===== src/mm2_pkg.sv =====
// types and constants of the 2x2 matrix multiply instruction unit
`default_nettype none
package mm2_pkg;

    localparam logic [1:0] FN_MEM_WR = 2'd0;
    localparam logic [1:0] FN_MEM_RD = 2'd1;
    localparam logic [1:0] FN_REG_WR = 2'd2;
    localparam logic [1:0] FN_EXEC   = 2'd3;

    localparam logic [1:0] ST_OK      = 2'd0;
    localparam logic [1:0] ST_UNKNOWN = 2'd1;
    localparam logic [1:0] ST_OOB     = 2'd2;

    localparam logic [6:0] OP_MATMUL = 7'h2B;
    localparam logic [2:0] F3_MATMUL = 3'h7;
    localparam logic [6:0] F7_MATMUL = 7'h01;

    typedef struct packed {
        logic [1:0]         func;
        logic [31:0]        mem_address;
        logic signed [31:0] write_data;
        logic [4:0]         reg_index;
        logic [31:0]        instruction;
    } t_req;

    typedef struct packed {
        logic signed [31:0] read_data;
        logic [1:0]         status;
    } t_rsp;

    typedef struct packed {
        logic en;
        logic we;
    } t_mem_ctl;

    typedef enum logic [2:0] {
        S_IDLE,
        S_RF,
        S_RD,
        S_MUL,
        S_WR,
        S_DONE
    } t_state;

endpackage
`default_nettype wire


===== src/mm2_ctrl.sv =====
// sequencer and datapath: decode, memory walks and the shared multiplier
`default_nettype none
module mm2_ctrl #(
    parameter int MEM_BYTES = 65536
) (
    input  wire                          i_clk,
    input  wire                          i_rst_n,
    input  wire                          i_req_valid,
    output logic                         o_req_ready,
    input  mm2_pkg::t_req                i_req,
    output logic                         o_rsp_valid,
    input  wire                          i_rsp_ready,
    output mm2_pkg::t_rsp                o_rsp,
    output mm2_pkg::t_mem_ctl            o_rf_ctl,
    output logic [4:0]                   o_rf_addr,
    output logic [31:0]                  o_rf_wdata,
    input  wire [31:0]                   i_rf_rdata,
    output mm2_pkg::t_mem_ctl            o_bm_ctl,
    output logic [$clog2(MEM_BYTES)-1:0] o_bm_addr,
    output logic [7:0]                   o_bm_wdata,
    input  wire [7:0]                    i_bm_rdata
);
    import mm2_pkg::*;

    localparam int AW = $clog2(MEM_BYTES);
    localparam logic [33:0] MemLimit = 34'(MEM_BYTES);

    t_state      r_state, n_state;
    logic [4:0]  r_cnt, n_cnt;
    t_req        r_req;
    logic        r_bad;
    logic        r_illegal;
    logic [31:0] r_pa, r_pb, r_pr;
    logic [31:0] r_ab  [8];
    logic [31:0] r_res [4];
    logic        r_cap_vld;
    logic [4:0]  r_cap_idx;
    logic        r_cap_ok;
    logic [31:0] r_prod;
    logic [2:0]  r_pt;
    logic        r_pv;
    logic        r_rsp_valid;
    t_rsp        r_rsp;

    logic        w_acc, w_exec, w_legal, w_load, w_last;
    logic [31:0] w_base;
    logic [33:0] w_word_addr, w_byte_addr;
    logic        w_ok;

    assign w_acc   = i_req_valid && o_req_ready;
    assign w_exec  = (r_req.func == FN_EXEC);
    assign w_legal = (i_req.instruction[6:0] == OP_MATMUL)
                  && (i_req.instruction[14:12] == F3_MATMUL)
                  && (i_req.instruction[31:25] == F7_MATMUL);
    assign w_load  = (r_state == S_DONE) && !r_cap_vld && (!r_rsp_valid || i_rsp_ready);
    assign w_last  = (r_state == S_RD) ? (r_cnt == (w_exec ? 5'd31 : 5'd3))
                                       : (r_cnt == (w_exec ? 5'd15 : 5'd3));

    // word address: base plus 4 per word, bounds taken without wrap
    assign w_base      = (r_state == S_WR) ? r_pr : ((w_exec && r_cnt[4]) ? r_pb : r_pa);
    assign w_word_addr = {2'b00, w_base} + {30'd0, r_cnt[3:2], 2'b00};
    assign w_byte_addr = w_word_addr + {32'd0, r_cnt[1:0]};
    assign w_ok        = (w_word_addr + 34'd3) < MemLimit;

    always_comb begin
        n_state = r_state;
        unique case (r_state)
            S_IDLE: begin
                if (w_acc) begin
                    unique case (i_req.func)
                        FN_MEM_WR: n_state = S_WR;
                        FN_MEM_RD: n_state = S_RD;
                        FN_REG_WR: n_state = S_DONE;
                        FN_EXEC:   n_state = w_legal ? S_RF : S_DONE;
                        default:   n_state = S_DONE;
                    endcase
                end
            end
            S_RF: begin
                if (r_cnt == 5'd3) n_state = S_RD;
            end
            S_RD: begin
                if (w_last) n_state = w_exec ? S_MUL : S_DONE;
            end
            S_MUL: begin
                if (r_cnt == 5'd8) n_state = S_WR;
            end
            S_WR: begin
                if (w_last) n_state = S_DONE;
            end
            S_DONE: begin
                if (w_load) n_state = S_IDLE;
            end
            default: n_state = S_IDLE;
        endcase
        n_cnt = (n_state != r_state) ? 5'd0 : r_cnt + 5'd1;
    end

    always_comb begin
        o_req_ready = (r_state == S_IDLE);
        o_rf_ctl    = '0;
        o_rf_addr   = r_req.instruction[11:7];
        o_rf_wdata  = i_req.write_data;
        o_bm_ctl    = '0;
        o_bm_addr   = w_byte_addr[AW-1:0];
        o_bm_wdata  = r_res[r_cnt[3:2]][{r_cnt[1:0], 3'b000} +: 8];
        unique case (r_state)
            S_IDLE: begin
                o_rf_addr   = i_req.reg_index;
                o_rf_ctl.en = w_acc && (i_req.func == FN_REG_WR);
                o_rf_ctl.we = 1'b1;
            end
            S_RF: begin
                o_rf_ctl.en = (r_cnt < 5'd3);
                unique case (r_cnt[1:0])
                    2'd0:    o_rf_addr = r_req.instruction[19:15];
                    2'd1:    o_rf_addr = r_req.instruction[24:20];
                    default: o_rf_addr = r_req.instruction[11:7];
                endcase
            end
            S_RD: begin
                o_bm_ctl.en = w_ok;
            end
            S_WR: begin
                o_bm_ctl.en = w_ok;
                o_bm_ctl.we = 1'b1;
            end
            default: begin
                o_bm_ctl = '0;
            end
        endcase
    end

    always_ff @(posedge i_clk) begin
        if (!i_rst_n) begin
            r_state     <= S_IDLE;
            r_cnt       <= '0;
            r_cap_vld   <= 1'b0;
            r_pv        <= 1'b0;
            r_rsp_valid <= 1'b0;
        end else begin
            r_state   <= n_state;
            r_cnt     <= n_cnt;
            r_cap_vld <= (r_state == S_RD);
            r_pv      <= (r_state == S_MUL) && (r_cnt < 5'd8);
            if (w_load) begin
                r_rsp_valid <= 1'b1;
            end else if (i_rsp_ready) begin
                r_rsp_valid <= 1'b0;
            end
        end
    end

    always_ff @(posedge i_clk) begin
        if (w_acc) begin
            r_req     <= i_req;
            r_bad     <= 1'b0;
            r_illegal <= (i_req.func == FN_EXEC) && !w_legal;
            r_pa      <= i_req.mem_address;
            r_pr      <= i_req.mem_address;
            r_res[0]  <= i_req.write_data;
        end
        if (r_state == S_RF) begin
            unique case (r_cnt[1:0])
                2'd1:    r_pa <= i_rf_rdata;
                2'd2:    r_pb <= i_rf_rdata;
                2'd3:    r_pr <= i_rf_rdata;
                default: r_pb <= r_pb;
            endcase
        end
        if (((r_state == S_RD) || (r_state == S_WR)) && !w_ok) begin
            r_bad <= 1'b1;
        end
        r_cap_idx <= r_cnt;
        r_cap_ok  <= w_ok;
        if (r_cap_vld) begin
            r_ab[r_cap_idx[4:2]][{r_cap_idx[1:0], 3'b000} +: 8] <= r_cap_ok ? i_bm_rdata : 8'd0;
        end
        // product term t: row t[2], column t[1], inner index t[0]
        r_prod <= r_ab[{1'b0, r_cnt[2], r_cnt[0]}] * r_ab[{1'b1, r_cnt[0], r_cnt[1]}];
        r_pt   <= r_cnt[2:0];
        if (r_pv) begin
            r_res[r_pt[2:1]] <= r_pt[0] ? (r_res[r_pt[2:1]] + r_prod) : r_prod;
        end
        if (w_load) begin
            r_rsp.read_data <= (r_req.func == FN_MEM_RD) ? r_ab[0] : 32'd0;
            r_rsp.status    <= r_illegal ? ST_UNKNOWN : (r_bad ? ST_OOB : ST_OK);
        end
    end

    assign o_rsp_valid = r_rsp_valid;
    assign o_rsp       = r_rsp;

endmodule
`default_nettype wire


===== config.mk =====
export PLATFORM = sky130hd
export DESIGN_NAME = mm2_ctrl
export DESIGN_NICKNAME = d
export VERILOG_FILES = /design/src/mm2_pkg.sv /design/src/mm2_ctrl.sv
export SDC_FILE = /design/constraint.sdc
export NUM_CORES = 2
export LEC_CHECK = 0
export ABC_AREA = 1
export BUFFER_PORTS_ARGS = -buffer_cell sky130_fd_sc_hd__buf_2
export CORE_ASPECT_RATIO = 0.75
export CORE_MARGIN = 8
export CORE_UTILIZATION = 65
export CTS_CLUSTER_DIAMETER = 80
export CTS_CLUSTER_SIZE = 12
export DETAILED_ROUTE_END_ITERATION = 6
export PLACE_DENSITY_LB_ADDON = 0.25
export SETUP_SLACK_MARGIN = 0.4
export SYNTH_ARGS = -nofsm -noshare
export SYNTH_HDL_FRONTEND = slang
export SYNTH_SLANG_ARGS = --single-unit

===== constraint.sdc =====
create_clock -name i_clk -period 21.2 [get_ports i_clk]
set_input_delay 1.06 -clock i_clk [delete_from_list [all_inputs] [get_ports i_clk]]
set_output_delay 1.06 -clock i_clk [all_outputs]
set_load 0.005 [all_outputs]

### Yosys cells after proc, flatten, opt, wreduce, memory -nomap -nowiden

Memories as Yosys holds them, arrays and structs flattened. A register that Yosys moved wholly into a read port is not among the register bits.
Index checks and enable logic that the tools add are counted.

* word-level logic and storage cells: 119
* memories kept: 2
* memory bits (writable): 384
* register bits after elaboration: 179

* bitwise logic cells: 1
* order comparisons: 3
* shift operators: 3
* $mul: 1
* eq/ne operators: 21
* mux-type cells: 41
* reduce and logical (&&, ||, !) cells: 24
* add/subtract/negate cells: 6

Memory list
* r_ab: words 8, bits a word 32, read ports 3, clocked after Yosys merged registers in 3, write ports 1, line mm2_ctrl.sv:34 `logic [31:0] r_ab [8];`
* r_res: words 4, bits a word 32, read ports 2, clocked after Yosys merged registers in 2, write ports 2, line mm2_ctrl.sv:35 `logic [31:0] r_res [4];`

Operator list (count)
* two-way mux 32 bit: 10
* adder 33 x 2 -> 34 bit (second input constant): 1
* < comparator 34 x 17 -> 1 bit (second input constant): 1
* adder 32 x 4 -> 33 bit: 1
* adder 32 bit: 1
* multiplier 32 x 32 -> 32 bit: 1
* variable shift 8 x 7 -> 32 bit (first input constant): 1
* variable part select 32 x 6 -> 8 bit: 1
* variable part select 8 x 7 -> 32 bit: 1
* two-way mux 3 bit: 10
* case mux 5 bit (2 select lines): 2
* case mux 3 bit (6 select lines): 1
* adder 16 x 2 -> 16 bit: 1
* case mux 3 bit (4 select lines): 1
* two-way mux 1 bit: 11
* == test 2 bit (second input constant): 5
* logical AND 1 bit: 10
* == test 3 bit (second input constant): 3
* two-way mux 8 bit: 1
* == test 7 x 1 -> 1 bit (second input constant): 1
* == test 7 x 6 -> 1 bit (second input constant): 1
* negator 5 -> 7 bit: 1
* == test 2 x 1 -> 1 bit (second input constant): 3
* == test 3 x 2 -> 1 bit (second input constant): 2
* other kinds (21): 29

### Longest topological paths before layout

* depth in word-level cells: 10
* gate-level depth with buffers: 42

### Worst setup path after synthesis

No wires, ideal clock.

* path kind: flip-flop to flip-flop
* start point: reg r_cnt[2] (netlist name)
* end point: reg r_prod[29]
* arrival: 7.406 ns
* buffers on the path: 5
* clock period less this slack: 7.478 ns
* cell stages (with the launch flop): 40
* setup slack: 13.722 ns
* library setup time: 0.072 ns
* path through: dfxtp_1 -> buf_2 -> inv_2 -> buf_2 -> buf_4 -> buf_4 -> a21oi_1 -> a32oi_2 -> clkinv_1 -> clkbuf_1 -> nor2_1 -> fa_1 -> fa_1 -> inv_1 -> fa_1 -> fa_1 -> inv_1 -> ha_1 -> (+4 left out) -> nand2_1 -> or2_2 -> nand3_1 -> nand3_1 -> nand2_1 -> nand2_1 -> nand2_1 -> nand2_1 -> nand2_1 -> nand2_1 -> nand2_1 -> nand2_1 -> nand2_1 -> nand2_1 -> nand2_1 -> nand2_1 -> nand2_1 -> xor2_1

RTL lines
* end signal, assigned: line mm2_ctrl.sv:180 `r_prod <= r_ab[{1'b0, r_cnt[2], r_cnt[0]}] * r_ab[{1'b1, r_cnt[0], r_cnt[1]}];`
* end, declared: line mm2_ctrl.sv:39 `logic [31:0] r_prod;`

==> results.cfg <==
[grt]
first_global_vias = 35000
grt_pass1_wl_mm = 210
overflow = 0
grt_max_degree = 91
grt_usage = 0.354
antenna_found_initial = 4

[placement]
gp_congestion = 0.989
port_buffers = 247
dpl.hpwl_mm = 107

[cts]
post_cts_buffers = 0
cts.path.max_buffers = 3
htree_levels = 2
cts_tree = done
cts-root-buf = clkbuf_16
cts_resized = 0
clk_latency_ns = 0.65
numClockSinks = 582
clk_pin_slew_ns = 0.06
cts_buffers = 56
cts_hold_buf = 0

[timing]
tightest_slew_ns = 1.47
skew_ns = 0.0445
fin_tns_setup_ns = 0
drv_slew = 0
rsz0062_at_grt = no
hold_viol = 0
slew_headroom = 0.00785
timing.final.crit_share = 0.459
finalCriticalPeriod_ns = 9.73
setup_viol_count_final = 0
clock.fmax_mhz = 103

[drt]
via_per_inst = 6.04
drtIter0Drc = 5450
vias = 36800
ant_nets = 0
wirelength_mm = 140
remaining_drc_errors = 0
first_pass_iters = 7
post_drt_wl_per_cell_um = 23.0

[setup_path]
slowest_delay_ns = 0.91
cpLargestDelayFamily = adder cells
cp_slowest_cell = clkinv_1
startpoint_type = flop
crit_buf_inv = 6
critical_path_class = reg2reg
critPathMostFrequentCell = nand2_1
endpoint_kind = flop
arrival_ns = 10.27
cp_max_fo = 48
crit_required_ns = 21.75

[die]
dieHeight_um = 242
core_um2 = 68000
ioPinCount = 248
dieArea_um2 = 77000
row_count = 83
initial_core_util = 0.653
die_w_um = 318

[layout]
fin_util = 0.703
drive_gt1_frac = 0.102
layout.nets = 5865
synthToLayoutAreaGrowth_pct = 7.65
fill_cells = 5136
multiInputGateArea_um2 = 23900
regArea_um2 = 16300

[synthesis]
ys_top_cells_by_count = nand2_1, inv_1, nor2_1
synth.cell_area_um2 = 44400
post_synth.cell_area_avg_um2 = 8.87
syn_nets = 5730
synth_seq_area_share = 0.368
synth_top_area_share = 0.317
yosysWarnings = 0
synth_edf_count = 468
synth_cell_types = 57
synth_largest_area_cell = edfxtp_1
ys.flop_type = edfxtp_1
async_flop_share = 0
synth_most_common_cell = nand2_1
synthCells = 5005
ys_ff_latch = 582
synth.area.top_cells = edfxtp_1, fa_1, nand2_1

[worst_hold_path]
hp-class = reg2reg

[outcome]
status = finished with violations
violations = max-capacitance violations

[job]
maxCapViolations = 1
[cells by family (layout without fill, tap and decap cells)]
logic type | after synthesis | after routing | share of synthesized area
AOI/OAI and AO/OA | 582 | 582 | 0.0826
xor gates and xnor gates | 120 | 120 | 0.0241
adders and majority gates | 578 | 578 | 0.232
buffers and inverters | 1041 | 1224 | 0.0956
DFF | 582 | 582 | 0.368
other | 0 | 4 | 0
and+or+nand+nor | 2102 | 2102 | 0.197
[placed cells by master (no fill, tap or decap), types with 65 or more instances in the layout]
cell type	count
nand2_1	1110
inv_1	789
nor2_1	588
edfxtp_1	468
fa_1	411
buf_2	247
o21ai_0	207
nand3_1	191
ha_1	167
a21oi_1	141
dfxtp_1	111
xor2_1	77
a22oi_1	65
[flip-flops by register name, indices dropped and copies added, names as in the netlist, 2 cells and up]
register,flops
r_ab,256
r_res,128
o_rsp,34
r_pa,32
r_pb,32
r_pr,32
r_prod,32
r_req,17
r_cnt,5
r_cap_idx,3
r_state,3
r_pt,2
[layer usage]
layer | vias up | track usage | part of all wire
met1 | 17600 | 0.520 | 0.40
met5 | - | 0.00825 | 0.00059
met4 | 2 | 0.0906 | 0.028
met3 | 281 | 0.156 | 0.18
met2 | 2690 | 0.472 | 0.39
li1 | 16200 | - | -
[per-stage QoR]
step / std cells / instance area, um2 / worst slack, ns / hold slack [ns]
finish: 6084 / 47800 / 11.47 / 0.469
global route: 6084 / 47800 / 11.04 / 0.479
CTS: 6080 / 47800 / 11.59 / 0.464
detailed placement: 5974 / 46100 / 11.60 / 0.447
global placement: 5974 / 46100 / 11.83 / 0.438
floorplan: 5005 / 44400 / 13.72 / 0.352
[final timing paths]
check	start	endpoint	slack (ns)	cells past startpoint
hold / removal	r_bad$_SDFFE_PP1P_	r_bad$_SDFFE_PP1P_	0.47	2
hold reg to reg	r_bad$_SDFFE_PP1P_	r_bad$_SDFFE_PP1P_	0.47	2
setup / recovery	r_cnt[0]$_SDFF_PP0_	r_prod[29]$_DFF_P_	11.47	36
setup reg to reg	r_cnt[0]$_SDFF_PP0_	r_prod[29]$_DFF_P_	11.47	36
[cell type report]
| cell class | count | share of cell area |
|---|---|---|
| Inverter | 810 | 0.0636 |
| Clock buffer | 99 | 0.0334 |
| Sequential cell | 582 | 0.342 |
| Timing Repair Buffer | 308 | 0.0354 |
| Tap cell | 892 | 0.0234 |
| Multi-Input combinational cell | 3382 | 0.500 |
| Antenna cell | 4 | 0.000209 |
| Clock inverter | 7 | 0.00181 |
[tightest hold or removal path, cell delays in order, from the launching register on]
cell,delay [ns]
dfxtp_1,0.31
nand2_1,0.06
nand2_1,0.05
Power is left out: the tool's default activity adds up to more than one toggle a clock period on the data nets, which glitch-free logic cannot reach.
